File: src/hdl/impq_pkg.sv
// Shared constants, command and status codes, and controller/datapath link types.
package impq_pkg;

   localparam int ID_BITS     = 6;
   localparam int ENTRIES     = 1 << ID_BITS;
   localparam int KEY_BITS    = 16;
   localparam int STAMP_BITS  = 32;
   localparam int WORD_BITS   = KEY_BITS + STAMP_BITS;
   localparam int CMD_BITS    = 2;
   localparam int STATUS_BITS = 3;

   localparam logic [CMD_BITS-1:0] CMD_INSERT = 2'd0;
   localparam logic [CMD_BITS-1:0] CMD_ADD    = 2'd1;
   localparam logic [CMD_BITS-1:0] CMD_REMOVE = 2'd2;
   localparam logic [CMD_BITS-1:0] CMD_QUERY  = 2'd3;

   localparam logic [STATUS_BITS-1:0] ST_OK        = 3'd0;
   localparam logic [STATUS_BITS-1:0] ST_EMPTY     = 3'd1;
   localparam logic [STATUS_BITS-1:0] ST_UNKNOWN   = 3'd2;
   localparam logic [STATUS_BITS-1:0] ST_PRESENT   = 3'd3;
   localparam logic [STATUS_BITS-1:0] ST_EXHAUSTED = 3'd4;

   typedef struct packed {
      logic capture;
      logic lookup;
      logic apply;
      logic scan_issue;
      logic load_rsp;
   } dp_ctrl_type;

   typedef struct packed {
      logic is_query;
      logic scan_last;
      logic rsp_blocked;
   } dp_stat_type;

endpackage

File: src/hdl/indexed_max_priority_queue.sv
// Indexed max-priority queue: top level joining sequencer and datapath.
//
// Request channel (req_*): one command word per handshake - insert with a key,
// add an increment to a key (saturating), remove, or query the highest entry.
// Response channel (rsp_*): exactly one word per command, carrying a status and,
// for a successful query, the id and key of the greatest key (earliest stamp
// breaks ties); both are zero otherwise.
// Sequencing: insert, add and remove go through a lookup read, apply and result
// load. A query reads the entry store one entry per cycle through its single read
// port, then the result is loaded. One command is in work at a time.
// The result register lets a new word be accepted while the previous response
// still waits; if the receiver stalls, the following command completes its work
// and then holds until the result register is free.
// Reset clears all presence flags, the stamp counter and the handshake state;
// the entry store needs no clearing pass since an entry's data is used only while present.
module indexed_max_priority_queue import impq_pkg::*; (
   input  logic                   clock,
   input  logic                   reset,
   input  logic                   req_valid,
   output logic                   req_ready,
   input  logic [CMD_BITS-1:0]    req_cmd,
   input  logic [ID_BITS-1:0]     req_entry_id,
   input  logic [KEY_BITS-1:0]    req_value,
   output logic                   rsp_valid,
   input  logic                   rsp_ready,
   output logic [STATUS_BITS-1:0] rsp_status,
   output logic [ID_BITS-1:0]     rsp_top_id,
   output logic [KEY_BITS-1:0]    rsp_top_key
);

   dp_ctrl_type ctrl;
   dp_stat_type stat;

   impq_ctrl u_ctrl (
      .clock     (clock),
      .reset     (reset),
      .req_valid (req_valid),
      .req_ready (req_ready),
      .stat      (stat),
      .ctrl      (ctrl)
   );

   impq_dp u_dp (
      .clock        (clock),
      .reset        (reset),
      .ctrl         (ctrl),
      .stat         (stat),
      .req_cmd      (req_cmd),
      .req_entry_id (req_entry_id),
      .req_value    (req_value),
      .rsp_ready    (rsp_ready),
      .rsp_valid    (rsp_valid),
      .rsp_status   (rsp_status),
      .rsp_top_id   (rsp_top_id),
      .rsp_top_key  (rsp_top_key)
   );

   // one command in work at a time
   a_busy_after_accept: assert property (@(posedge clock) disable iff (reset)
      (req_valid && req_ready) |=> !req_ready)
      else $error("request accepted while a command was in work");

   // never overwrite a response that has not been taken
   a_no_overwrite: assert property (@(posedge clock) disable iff (reset)
      ctrl.load_rsp |-> (!rsp_valid || rsp_ready))
      else $error("response register loaded while still occupied");

   a_zero_fields: assert property (@(posedge clock) disable iff (reset)
      (rsp_valid && rsp_status != ST_OK) |-> (rsp_top_id == '0 && rsp_top_key == '0))
      else $error("non-zero id or key on an error response");

   a_one_step: assert property (@(posedge clock) disable iff (reset)
      $onehot0({ctrl.capture, ctrl.lookup, ctrl.apply, ctrl.scan_issue, ctrl.load_rsp}))
      else $error("more than one sequencer step at once");

endmodule

File: src/hdl/impq_ram.sv
// Generic single-write, single-read RAM with registered read data.
module impq_ram #(
   parameter int WIDTH = 8,
   parameter int DEPTH = 16
) (
   input  logic                     clock,
   input  logic                     wr_en,
   input  logic [$clog2(DEPTH)-1:0] wr_addr,
   input  logic [WIDTH-1:0]         wr_data,
   input  logic                     rd_en,
   input  logic [$clog2(DEPTH)-1:0] rd_addr,
   output logic [WIDTH-1:0]         rd_data
);

   logic [WIDTH-1:0] mem_ff [DEPTH];
   logic [WIDTH-1:0] rd_data_ff;

   always_ff @(posedge clock) begin
      if (wr_en) begin
         mem_ff[wr_addr] <= wr_data;
      end
      if (rd_en) begin
         rd_data_ff <= mem_ff[rd_addr];
      end
   end

   assign rd_data = rd_data_ff;

endmodule

File: src/hdl/impq_ctrl.sv
// Command sequencer: steps each word through lookup/apply or a full scan, then result load.
module impq_ctrl import impq_pkg::*; (
   input  logic        clock,
   input  logic        reset,
   input  logic        req_valid,
   output logic        req_ready,
   input  dp_stat_type stat,
   output dp_ctrl_type ctrl
);

   localparam logic [2:0] S_IDLE   = 3'd0;
   localparam logic [2:0] S_LOOKUP = 3'd1;
   localparam logic [2:0] S_APPLY  = 3'd2;
   localparam logic [2:0] S_SCAN   = 3'd3;
   localparam logic [2:0] S_DRAIN  = 3'd4;
   localparam logic [2:0] S_FINISH = 3'd5;

   logic [2:0] state_ff;
   logic [2:0] state_in;

   always_comb begin
      state_in  = state_ff;
      ctrl      = '0;
      req_ready = 1'b0;
      unique case (state_ff)
         S_IDLE: begin
            req_ready = 1'b1;
            if (req_valid) begin
               ctrl.capture = 1'b1;
               state_in     = stat.is_query ? S_SCAN : S_LOOKUP;
            end
         end
         S_LOOKUP: begin
            ctrl.lookup = 1'b1;
            state_in    = S_APPLY;
         end
         S_APPLY: begin
            ctrl.apply = 1'b1;
            state_in   = S_FINISH;
         end
         S_SCAN: begin
            ctrl.scan_issue = 1'b1;
            if (stat.scan_last) begin
               state_in = S_DRAIN;
            end
         end
         // last read word is compared here
         S_DRAIN: begin
            state_in = S_FINISH;
         end
         S_FINISH: begin
            if (!stat.rsp_blocked) begin
               ctrl.load_rsp = 1'b1;
               state_in      = S_IDLE;
            end
         end
         default: begin
            state_in = S_IDLE;
         end
      endcase
   end

   always_ff @(posedge clock) begin
      if (reset) begin
         state_ff <= S_IDLE;
      end else begin
         state_ff <= state_in;
      end
   end

endmodule

File: src/hdl/impq_dp.sv
// Datapath: entry store, presence flags, stamp counter, scan comparator and result register.
module impq_dp import impq_pkg::*; (
   input  logic                   clock,
   input  logic                   reset,
   input  dp_ctrl_type            ctrl,
   output dp_stat_type            stat,
   input  logic [CMD_BITS-1:0]    req_cmd,
   input  logic [ID_BITS-1:0]     req_entry_id,
   input  logic [KEY_BITS-1:0]    req_value,
   input  logic                   rsp_ready,
   output logic                   rsp_valid,
   output logic [STATUS_BITS-1:0] rsp_status,
   output logic [ID_BITS-1:0]     rsp_top_id,
   output logic [KEY_BITS-1:0]    rsp_top_key
);

   logic [CMD_BITS-1:0]    cmd_ff;
   logic [ID_BITS-1:0]     id_ff;
   logic [KEY_BITS-1:0]    value_ff;
   logic [ENTRIES-1:0]     present_ff;
   logic [STAMP_BITS-1:0]  next_stamp_ff;
   logic [ID_BITS-1:0]     scan_idx_ff;
   logic [ID_BITS-1:0]     cand_idx_ff;
   logic                   cand_valid_ff;
   logic                   best_found_ff;
   logic [ID_BITS-1:0]     best_id_ff;
   logic [KEY_BITS-1:0]    best_key_ff;
   logic [STAMP_BITS-1:0]  best_stamp_ff;
   logic [STATUS_BITS-1:0] res_status_ff;
   logic                   rsp_valid_ff;
   logic [STATUS_BITS-1:0] rsp_status_ff;
   logic [ID_BITS-1:0]     rsp_top_id_ff;
   logic [KEY_BITS-1:0]    rsp_top_key_ff;

   logic                   ram_wr_en;
   logic [WORD_BITS-1:0]   ram_wr_data;
   logic                   ram_rd_en;
   logic [ID_BITS-1:0]     ram_rd_addr;
   logic [WORD_BITS-1:0]   ram_rd_data;
   logic [KEY_BITS-1:0]    rd_key;
   logic [STAMP_BITS-1:0]  rd_stamp;

   logic                   hit;
   logic [KEY_BITS:0]      key_sum;
   logic [KEY_BITS-1:0]    sat_key;
   logic                   stamp_full;
   logic [STATUS_BITS-1:0] apply_status;
   logic                   do_write;
   logic                   do_set;
   logic                   do_clear;
   logic                   better;
   logic                   take;

   impq_ram #(
      .WIDTH (WORD_BITS),
      .DEPTH (ENTRIES)
   ) u_ram (
      .clock   (clock),
      .wr_en   (ram_wr_en),
      .wr_addr (id_ff),
      .wr_data (ram_wr_data),
      .rd_en   (ram_rd_en),
      .rd_addr (ram_rd_addr),
      .rd_data (ram_rd_data)
   );

   assign ram_rd_en   = ctrl.lookup | ctrl.scan_issue;
   assign ram_rd_addr = ctrl.scan_issue ? scan_idx_ff : id_ff;
   assign rd_key      = ram_rd_data[WORD_BITS-1:STAMP_BITS];
   assign rd_stamp    = ram_rd_data[STAMP_BITS-1:0];

   // ids span the whole table, so every id is in range
   assign hit        = present_ff[id_ff];
   assign key_sum    = {1'b0, rd_key} + {1'b0, value_ff};
   assign sat_key    = key_sum[KEY_BITS] ? {KEY_BITS{1'b1}} : key_sum[KEY_BITS-1:0];
   assign stamp_full = &next_stamp_ff;

   always_comb begin
      apply_status = ST_OK;
      do_write     = 1'b0;
      do_set       = 1'b0;
      do_clear     = 1'b0;
      ram_wr_data  = {value_ff, next_stamp_ff};
      case (cmd_ff)
         CMD_INSERT: begin
            if (hit) begin
               apply_status = ST_PRESENT;
            end else if (stamp_full) begin
               apply_status = ST_EXHAUSTED;
            end else begin
               do_write = 1'b1;
               do_set   = 1'b1;
            end
         end
         CMD_ADD: begin
            if (!hit) begin
               apply_status = ST_UNKNOWN;
            end else begin
               do_write    = 1'b1;
               ram_wr_data = {sat_key, rd_stamp};
            end
         end
         CMD_REMOVE: begin
            if (!hit) begin
               apply_status = ST_UNKNOWN;
            end else begin
               do_clear = 1'b1;
            end
         end
         default: begin
            apply_status = ST_OK;
         end
      endcase
   end

   assign ram_wr_en = ctrl.apply & do_write;

   // greater key wins; on equal keys the earlier stamp
   assign better = !best_found_ff || (rd_key > best_key_ff) ||
                   ((rd_key == best_key_ff) && (rd_stamp < best_stamp_ff));
   assign take   = cand_valid_ff && present_ff[cand_idx_ff] && better;

   assign stat.is_query    = (req_cmd == CMD_QUERY);
   assign stat.scan_last   = (scan_idx_ff == ID_BITS'(ENTRIES - 1));
   assign stat.rsp_blocked = rsp_valid_ff & ~rsp_ready;

   // capture the word and hold it for the whole command
   always_ff @(posedge clock) begin
      if (ctrl.capture) begin
         cmd_ff   <= req_cmd;
         id_ff    <= req_entry_id;
         value_ff <= req_value;
      end
      if (ctrl.apply) begin
         res_status_ff <= apply_status;
      end
      if (ctrl.scan_issue) begin
         cand_idx_ff <= scan_idx_ff;
      end
      if (take) begin
         best_id_ff    <= cand_idx_ff;
         best_key_ff   <= rd_key;
         best_stamp_ff <= rd_stamp;
      end
      if (ctrl.load_rsp) begin
         if (cmd_ff == CMD_QUERY) begin
            rsp_status_ff  <= best_found_ff ? ST_OK : ST_EMPTY;
            rsp_top_id_ff  <= best_found_ff ? best_id_ff : '0;
            rsp_top_key_ff <= best_found_ff ? best_key_ff : '0;
         end else begin
            rsp_status_ff  <= res_status_ff;
            rsp_top_id_ff  <= '0;
            rsp_top_key_ff <= '0;
         end
      end
   end

   always_ff @(posedge clock) begin
      if (reset) begin
         present_ff    <= '0;
         next_stamp_ff <= '0;
         scan_idx_ff   <= '0;
         cand_valid_ff <= 1'b0;
         best_found_ff <= 1'b0;
         rsp_valid_ff  <= 1'b0;
      end else begin
         if (ctrl.apply && do_set) begin
            present_ff[id_ff] <= 1'b1;
            next_stamp_ff     <= next_stamp_ff + 1'b1;
         end
         if (ctrl.apply && do_clear) begin
            present_ff[id_ff] <= 1'b0;
         end
         if (ctrl.capture) begin
            scan_idx_ff <= '0;
         end else if (ctrl.scan_issue) begin
            scan_idx_ff <= scan_idx_ff + 1'b1;
         end
         cand_valid_ff <= ctrl.scan_issue;
         if (ctrl.capture) begin
            best_found_ff <= 1'b0;
         end else if (take) begin
            best_found_ff <= 1'b1;
         end
         rsp_valid_ff <= ctrl.load_rsp | (rsp_valid_ff & ~rsp_ready);
      end
   end

   assign rsp_valid   = rsp_valid_ff;
   assign rsp_status  = rsp_status_ff;
   assign rsp_top_id  = rsp_top_id_ff;
   assign rsp_top_key = rsp_top_key_ff;

endmodule

File: config.mk
export PLATFORM = sky130hd
export DESIGN_NAME = indexed_max_priority_queue
export DESIGN_NICKNAME = d
export VERILOG_FILES = /design/src/hdl/impq_pkg.sv /design/src/hdl/indexed_max_priority_queue.sv /design/src/hdl/impq_ram.sv /design/src/hdl/impq_ctrl.sv /design/src/hdl/impq_dp.sv
export SDC_FILE = /design/constraint.sdc
export NUM_CORES = 2
export LEC_CHECK = 0
export BUFFER_PORTS_ARGS = -buffer_cell sky130_fd_sc_hd__buf_2
export CORE_ASPECT_RATIO = 0.9
export CORE_MARGIN = 2
export CORE_UTILIZATION = 55
export DETAILED_ROUTE_END_ITERATION = 6
export HOLD_SLACK_MARGIN = 0.05
export PLACE_DENSITY = 0.71
export SYNTH_ARGS = -nofsm -noshare
export SYNTH_HDL_FRONTEND = slang
export SYNTH_SLANG_ARGS = --single-unit
export TNS_END_PERCENT = 50
File: constraint.sdc
create_clock -name clock -period 7.35 [get_ports clock]
set_input_delay 1.1025 -clock clock [delete_from_list [all_inputs] [get_ports clock]]
set_output_delay 1.1025 -clock clock [all_outputs]
set_load 0.01 [all_outputs]
; ---- After elaboration in Yosys (flattened, before gate mapping)
; Memory sizes are Yosys's and may differ from the RTL's. A register that Yosys moved wholly into a read port is not among the register bits.
; Index checks and enable logic that the tools add are counted.
[word_totals]
n_memories = 1
word_cells = 106
ram_bits = 3072
output_inout_bits = 27
inputBits = 28
register_bits = 220
[memory_table]
columns = memory, depth, width, read_ports, rd_ports_with_merged_regs, write_ports, line
row1 = u_dp.u_ram.mem_ff, 64, 48, 1, 1, 1, impq_ram.sv:15  ; logic [WIDTH-1:0] mem_ff [DEPTH];
[op_classes]
bitwise = 8
n_reduce_logical = 17
addsub = 3
mux = 40
order_cmp = 5
eq_ne = 14
[op_table]
columns = cell, n
row1 = $mux 64, 3
row2 = $mux 48, 2
row3 = $and 64x64->64, 1
row4 = $not 64->64, 1
row5 = $or 64x64->64, 1
row6 = $add 32x1->32 const B, 1
row7 = $lt 32x32->1, 1
row8 = $reduce_and 32->1, 1
row9 = $mux 1, 19
row10 = $mux 3, 6
row11 = $add 16x16->17, 1
row12 = $eq 16x16->1, 1
row13 = $gt 16x16->1, 1
row14 = $mux 16, 1
row15 = $pmux 3 s5, 1
row16 = $lt 6x7->1 const B, 2
row17 = $bmux 1 s6, 2
row18 = $add 6x1->6 const B, 1
row19 = $demux 1 s6, 1
row20 = $eq 2x2->1 const B, 3
row21 = $eq 3x2->1 const B, 2
row22 = $eq 3x3->1 const B, 2
row23 = $eq 6x6->1 const B, 1
row24 = $ge 6x1->1 const B, 1
row25 = other kinds (18), 31

; ---- Logic depth before layout (Yosys ltp)
[logic_depth]
ltp_word = 9
depth_mapped = 15
mapped_depth_nobuf = 9

; ---- Cells and area by module
; A second synthesis with hierarchy kept.
[unflattened]
hier_cells = 6078
hier_area_um2 = 129465.4
[by_module_without_submodules]
columns = module, seq_area_each_um2, cells_per_inst, n_inst, area_per_inst_um2
row1 = impq_ram, 93689.9, 4970, 1, 117597.8
row2 = impq_dp, 5465.2, 1085, 1, 11659.9
row3 = impq_ctrl, 60.1, 23, 1, 207.7

; ---- Least setup slack after synthesis
; OpenSTA, ideal clock, no wires.
[synth_timing]
path_kind = reg2reg
start = register u_dp.id_ff[0]
end = memory u_dp.u_ram.mem_ff[0][23] (netlist name) (data pin)
arrival_ps = 4922
setup_ps = 702
n_path_buf = 3
path_stages_with_launch = 10
setup_slack_ps = 1726
period_less_slack_ps = 5624
required_ps = 6648
path_cell_list = edfxtp_1 -> buf_6 -> mux4_2 -> a22o_1 -> a211o_1 -> a2111oi_4 -> a21boi_0 -> clkbuf_1 -> clkbuf_1 -> o21ai_0
[synth_via]
elab_chain_cells = 4
[synth_lines]
columns = element, line
row1 = start: declaration, impq_dp.sv:18  ; logic [ID_BITS-1:0] id_ff;
row2 = start signal: assignment, impq_dp.sv:131  ; id_ff <= req_entry_id;
row3 = $bmux 1 s6, impq_dp.sv:73  ; assign hit = present_ff[id_ff];
row4 = $mux 1 (implied by the code), impq_dp.sv:73
row5 = $mux 48, impq_dp.sv:96  ; if (!hit) begin
row6 = $mux 48, impq_dp.sv:84  ; case (cmd_ff)
row7 = via u_dp.ram_wr_data[23], impq_dp.sv:36  ; logic [WORD_BITS-1:0] ram_wr_data;
row8 = end: declaration, impq_ram.sv:15
; The timed path passes the listed nets, and every way through them passes these cells. The select of a mux whose other input is x is not followed.

; ---- Final worst setup path
[layout_timing]
start = register u_ctrl.state_ff[0]
end = register u_dp.u_ram.rd_data_ff[45], in the netlist u_dp.u_ram.rd_data[45], read port of u_dp.u_ram.mem_ff (data pin)
[layout_via]
elab_chain_cells = 3
word_cells_on_any_way = 6
classes_between = eq/ne: 2 / mux: 3 / bitwise: 1
[layout_lines]
columns = element, line
row1 = start: declaration, impq_ctrl.sv:18  ; logic [2:0] state_ff;
row2 = start signal: assignment, impq_ctrl.sv:67  ; state_ff <= state_in;
row3 = $eq 3x2->1 / $eq 3x1->1 (equally long branches), impq_ctrl.sv:25  ; unique case (state_ff)
row4 = $mux 1, impq_ctrl.sv:25
row5 = $mux 6 / $or 1x1->1 (equally long branches), "impq_dp.sv:68, impq_dp.sv:67"
row6 = end: declaration, impq_ram.sv:16  ; logic [WIDTH-1:0] rd_data_ff;
; Several ways; a longest one is shown, not always the timed one.
; A chain may end at the register's enable or synchronous reset.

==> impl_metrics.json <==
{
  "status": "complete, but fails checks",
  "violations": "capacitance limit",
  "die_h_um": 471,
  "synth_edf_count": 3232,
  "setup_tns_ns": 0,
  "required_ns": 7.95,
  "hold_violations": 0,
  "nFillCells": 16800,
  "ys_warn_count": 0,
  "io_buffers": 54,
  "grtUsageTotal_pct": 33.0,
  "multi_input_area_sq_um": 31600,
  "vias_per_cell": 6.92,
  "finalCriticalPeriod_ns": 5.86,
  "overflow": 0,
  "grt_use_met1_pct": 46.8,
  "coreArea_sq_um": 241000,
  "worstSetupPathType": "flop to flop",
  "crit_arrival_ns": 6.46,
  "fmax_mhz": 171,
  "met2_usage_pct": 47.1,
  "hold_buffers": 0,
  "htree_levels": 5,
  "seqCellArea_sq_um": 99200,
  "cp_max_fo": 19,
  "clk_pin_slew_worst_paths_ns": 0.06,
  "syn_to_final_growth_pct": 11.9,
  "relSlewSlack_pct": 0.465,
  "cts_tree": "yes",
  "ir_drop_uv": 201,
  "synth_area_sq_um": 133000,
  "drtIter0Drc": 15300,
  "postCtsResizedCells": 0,
  "finalWirelength_mm": 410,
  "initial_utilization_pct": 55.3,
  "post-route-period-util_pct": 79.8,
  "clk_path_buf_depth": 4,
  "synthFlopType": "edfxtp_1",
  "final_core_util_pct": 61.8,
  "slew_violations": 0,
  "synth_fp_nets": 8338,
  "wl_per_cell_um": 34.7,
  "fin_nets": 8431,
  "die_area_sq_um": 246000,
  "antenna_left": 0,
  "r2r_slack_ns": 1.49,
  "cp-end-kind": "flop",
  "ff2ff_path_depth": 8,
  "clk-insertion-delay-late_ns": 0.93,
  "synthCells": 8239,
  "min_path_cells": 1,
  "worstSetupStartpointType": "flop",
  "io_pins": 55,
  "worstMarginPinSlew_ns": 1.49,
  "avgSynthCellArea_sq_um": 16.2,
  "die_w_um": 523,
  "grt_max_degree": 154,
  "gp_congestion": 0.926,
  "power_density_nw_per_um2": 307,
  "cts_setup_buffers": 0,
  "grt_pass1_vias": 77200,
  "ys_types": 78,
  "setup_violations": 0,
  "dr.pass1.iters": 6,
  "dp_cells": 11200,
  "vias": 81800,
  "maxCapViolCount": 1,
  "grt_pass1_wl_mm": 578,
  "hp-class": "input pin to flop",
  "cts_buffers": 329,
  "synthArstFlopShare_pct": 0,
  "fp-row-count": 171,
  "clockRootBuffer": "clkbuf_16",
  "grt_util_met3_pct": 11.0,
  "drc_errors": 0,
  "busiest_layer": "met2",
  "yosysSeqAreaShare_pct": 74.5,
  "ys_ff_latch": 3340,
  "rsz0062_at_grt": "no",
  "p_leak_nw": 49.2,
  "drive_gt1_share_pct": 16.8,
  "cts_sinks": 3340,
  "instances_no_fill": 11800,
  "antenna_found_initial": 29,
  "dpl.hpwl_mm": 232,
  "skew_ns": 0.0937
}
-- per-stage QoR --
stage          total power [mW]  setup slack [ns]  hold WS, ns  area [sq um]
3_3_place_gp               29.2              1.86        0.483        138000
5_1_grt                    46.8              1.44        0.393        149000
3_5_place_dp               29.3              1.81        0.489        138000
6_report                   45.8              1.49        0.400        149000
2_1_floorplan              26.4              1.73        0.424        133000
4_1_cts                    45.6              1.73        0.368        149000
-- metal layers --
layer / up-vias / part of all wire, %
met1: 41400 / 36
met2: 6691 / 43
li1: 32600 / -
met4: 24 / 4.8
met3: 1017 / 16
met5: - / 0.041
-- state kept, by name, indices dropped and copies added (netlist names), 6 cells and up --
| name | count |
|---|---|
| u_dp.u_ram.mem_ff | 3072 |
| u_dp.present_ff | 64 |
| u_dp.u_ram.rd_data | 48 |
| u_dp.best_stamp_ff | 32 |
| u_dp.next_stamp_ff | 32 |
| u_dp.best_key_ff | 16 |
| u_dp.rsp_top_key | 16 |
| u_dp.value_ff | 16 |
| u_dp.best_id_ff | 6 |
| u_dp.cand_idx_ff | 6 |
| u_dp.id_ff | 6 |
| u_dp.rsp_top_id | 6 |
| u_dp.scan_idx_ff | 6 |
-- layout by cell type, fill, tap and decap left out, types with 55 or more instances in the layout --
cell type  instances
edfxtp_1        3232
nand2_1         1346
dfxtp_1          108
buf_4            207
a21oi_1          137
o22ai_1          136
a211oi_1         271
a31oi_1          125
buf_2             55
ha_1              70
nor2_1            67
clkbuf_1          68
a311oi_1         130
o221a_2           64
mux2i_1          152
inv_1            202
clkinv_2          63
clkbuf_16        339
nor3_1            93
nand3_1          475
mux4_2           406
nor2_4            65
clkinv_1          67
-- cells in the mapped netlist, types with 41 or more instances --
| cell | n | area share, % |
|---|---|---|
| edfxtp_1 | 3232 | 73 |
| nand2_1 | 1358 | 3.8 |
| nand3_1 | 476 | 1.8 |
| mux4_2 | 406 | 6.9 |
| clkbuf_1 | 309 | 0.87 |
| a211oi_1 | 271 | 1.5 |
| inv_1 | 202 | 0.57 |
| mux2i_1 | 158 | 1.2 |
| nor2_1 | 138 | 0.39 |
| a21oi_1 | 137 | 0.51 |
| o22ai_1 | 136 | 0.64 |
| a311oi_1 | 130 | 0.86 |
| a31oi_1 | 126 | 0.59 |
| buf_2 | 112 | 0.42 |
| dfxtp_1 | 108 | 1.6 |
| nor3_1 | 96 | 0.36 |
| buf_1 | 84 | 0.24 |
| ha_1 | 70 | 0.66 |
| o221a_2 | 64 | 0.54 |
| mux2_2 | 57 | 0.48 |
| or4_1 | 53 | 0.30 |
| o21ai_0 | 50 | 0.19 |
| nor4_1 | 44 | 0.21 |
| and3_1 | 42 | 0.20 |
| buf_4 | 41 | 0.23 |
-- worst max-delay path: stages (launching register included) --
cell and delay (ns):
dfxtp_1 0.57, nand3b_1 0.88, inv_1 1.16, mux2_2 0.49, nand2_2 0.70, a31oi_1 0.34
a31oi_1 0.51, o2111ai_1 0.34, or4_1 0.55
-- path summary, 6_finish.rpt --
path,endpoint,start
worst max-delay path,u_dp.u_ram.rd_data[45]$_DFFE_PP_,u_ctrl.state_ff[0]$_SDFFE_PP0P_
worst min-delay path,u_dp.value_ff[1]$_DFFE_PP_,req_value[1]
worst max register to register,u_dp.u_ram.rd_data[45]$_DFFE_PP_,u_ctrl.state_ff[0]$_SDFFE_PP0P_
worst min register to register,u_dp.best_stamp_ff[6]$_DFFE_PP_,u_dp.u_ram.rd_data[6]$_DFFE_PP_
-- cells by family after synthesis --
family / count (synthesis) / share of synthesized area, %
fa+ha+maj: 71 / 0.673
compound gates: 1114 / 6.14
simple gates: 2325 / 7.67
mux: 621 / 8.54
xor+xnor: 15 / 0.0987
buf+inv: 753 / 2.37
flops: 3340 / 74.5
-- power by group --
group | switching (mW) | leakage (nW) | internal, mW
Clock | 7.20 | 5.13 | 9.44
Sequential | 0.324 | 30.5 | 21.5
Combinational | 5.08 | 13.6 | 2.25
-- area by class of cell --
type,instances,share of cell area [%]
Tap cell,3200,2.69
Sequential cell,3340,66.6
Clock inverter,181,1.12
Timing Repair Buffer,312,1.90
Multi-Input combinational cell,4146,21.2
Antenna cell,12,0.0202
Inverter,203,0.512
Clock buffer,412,5.91
(Power assumes the default switching activity.)
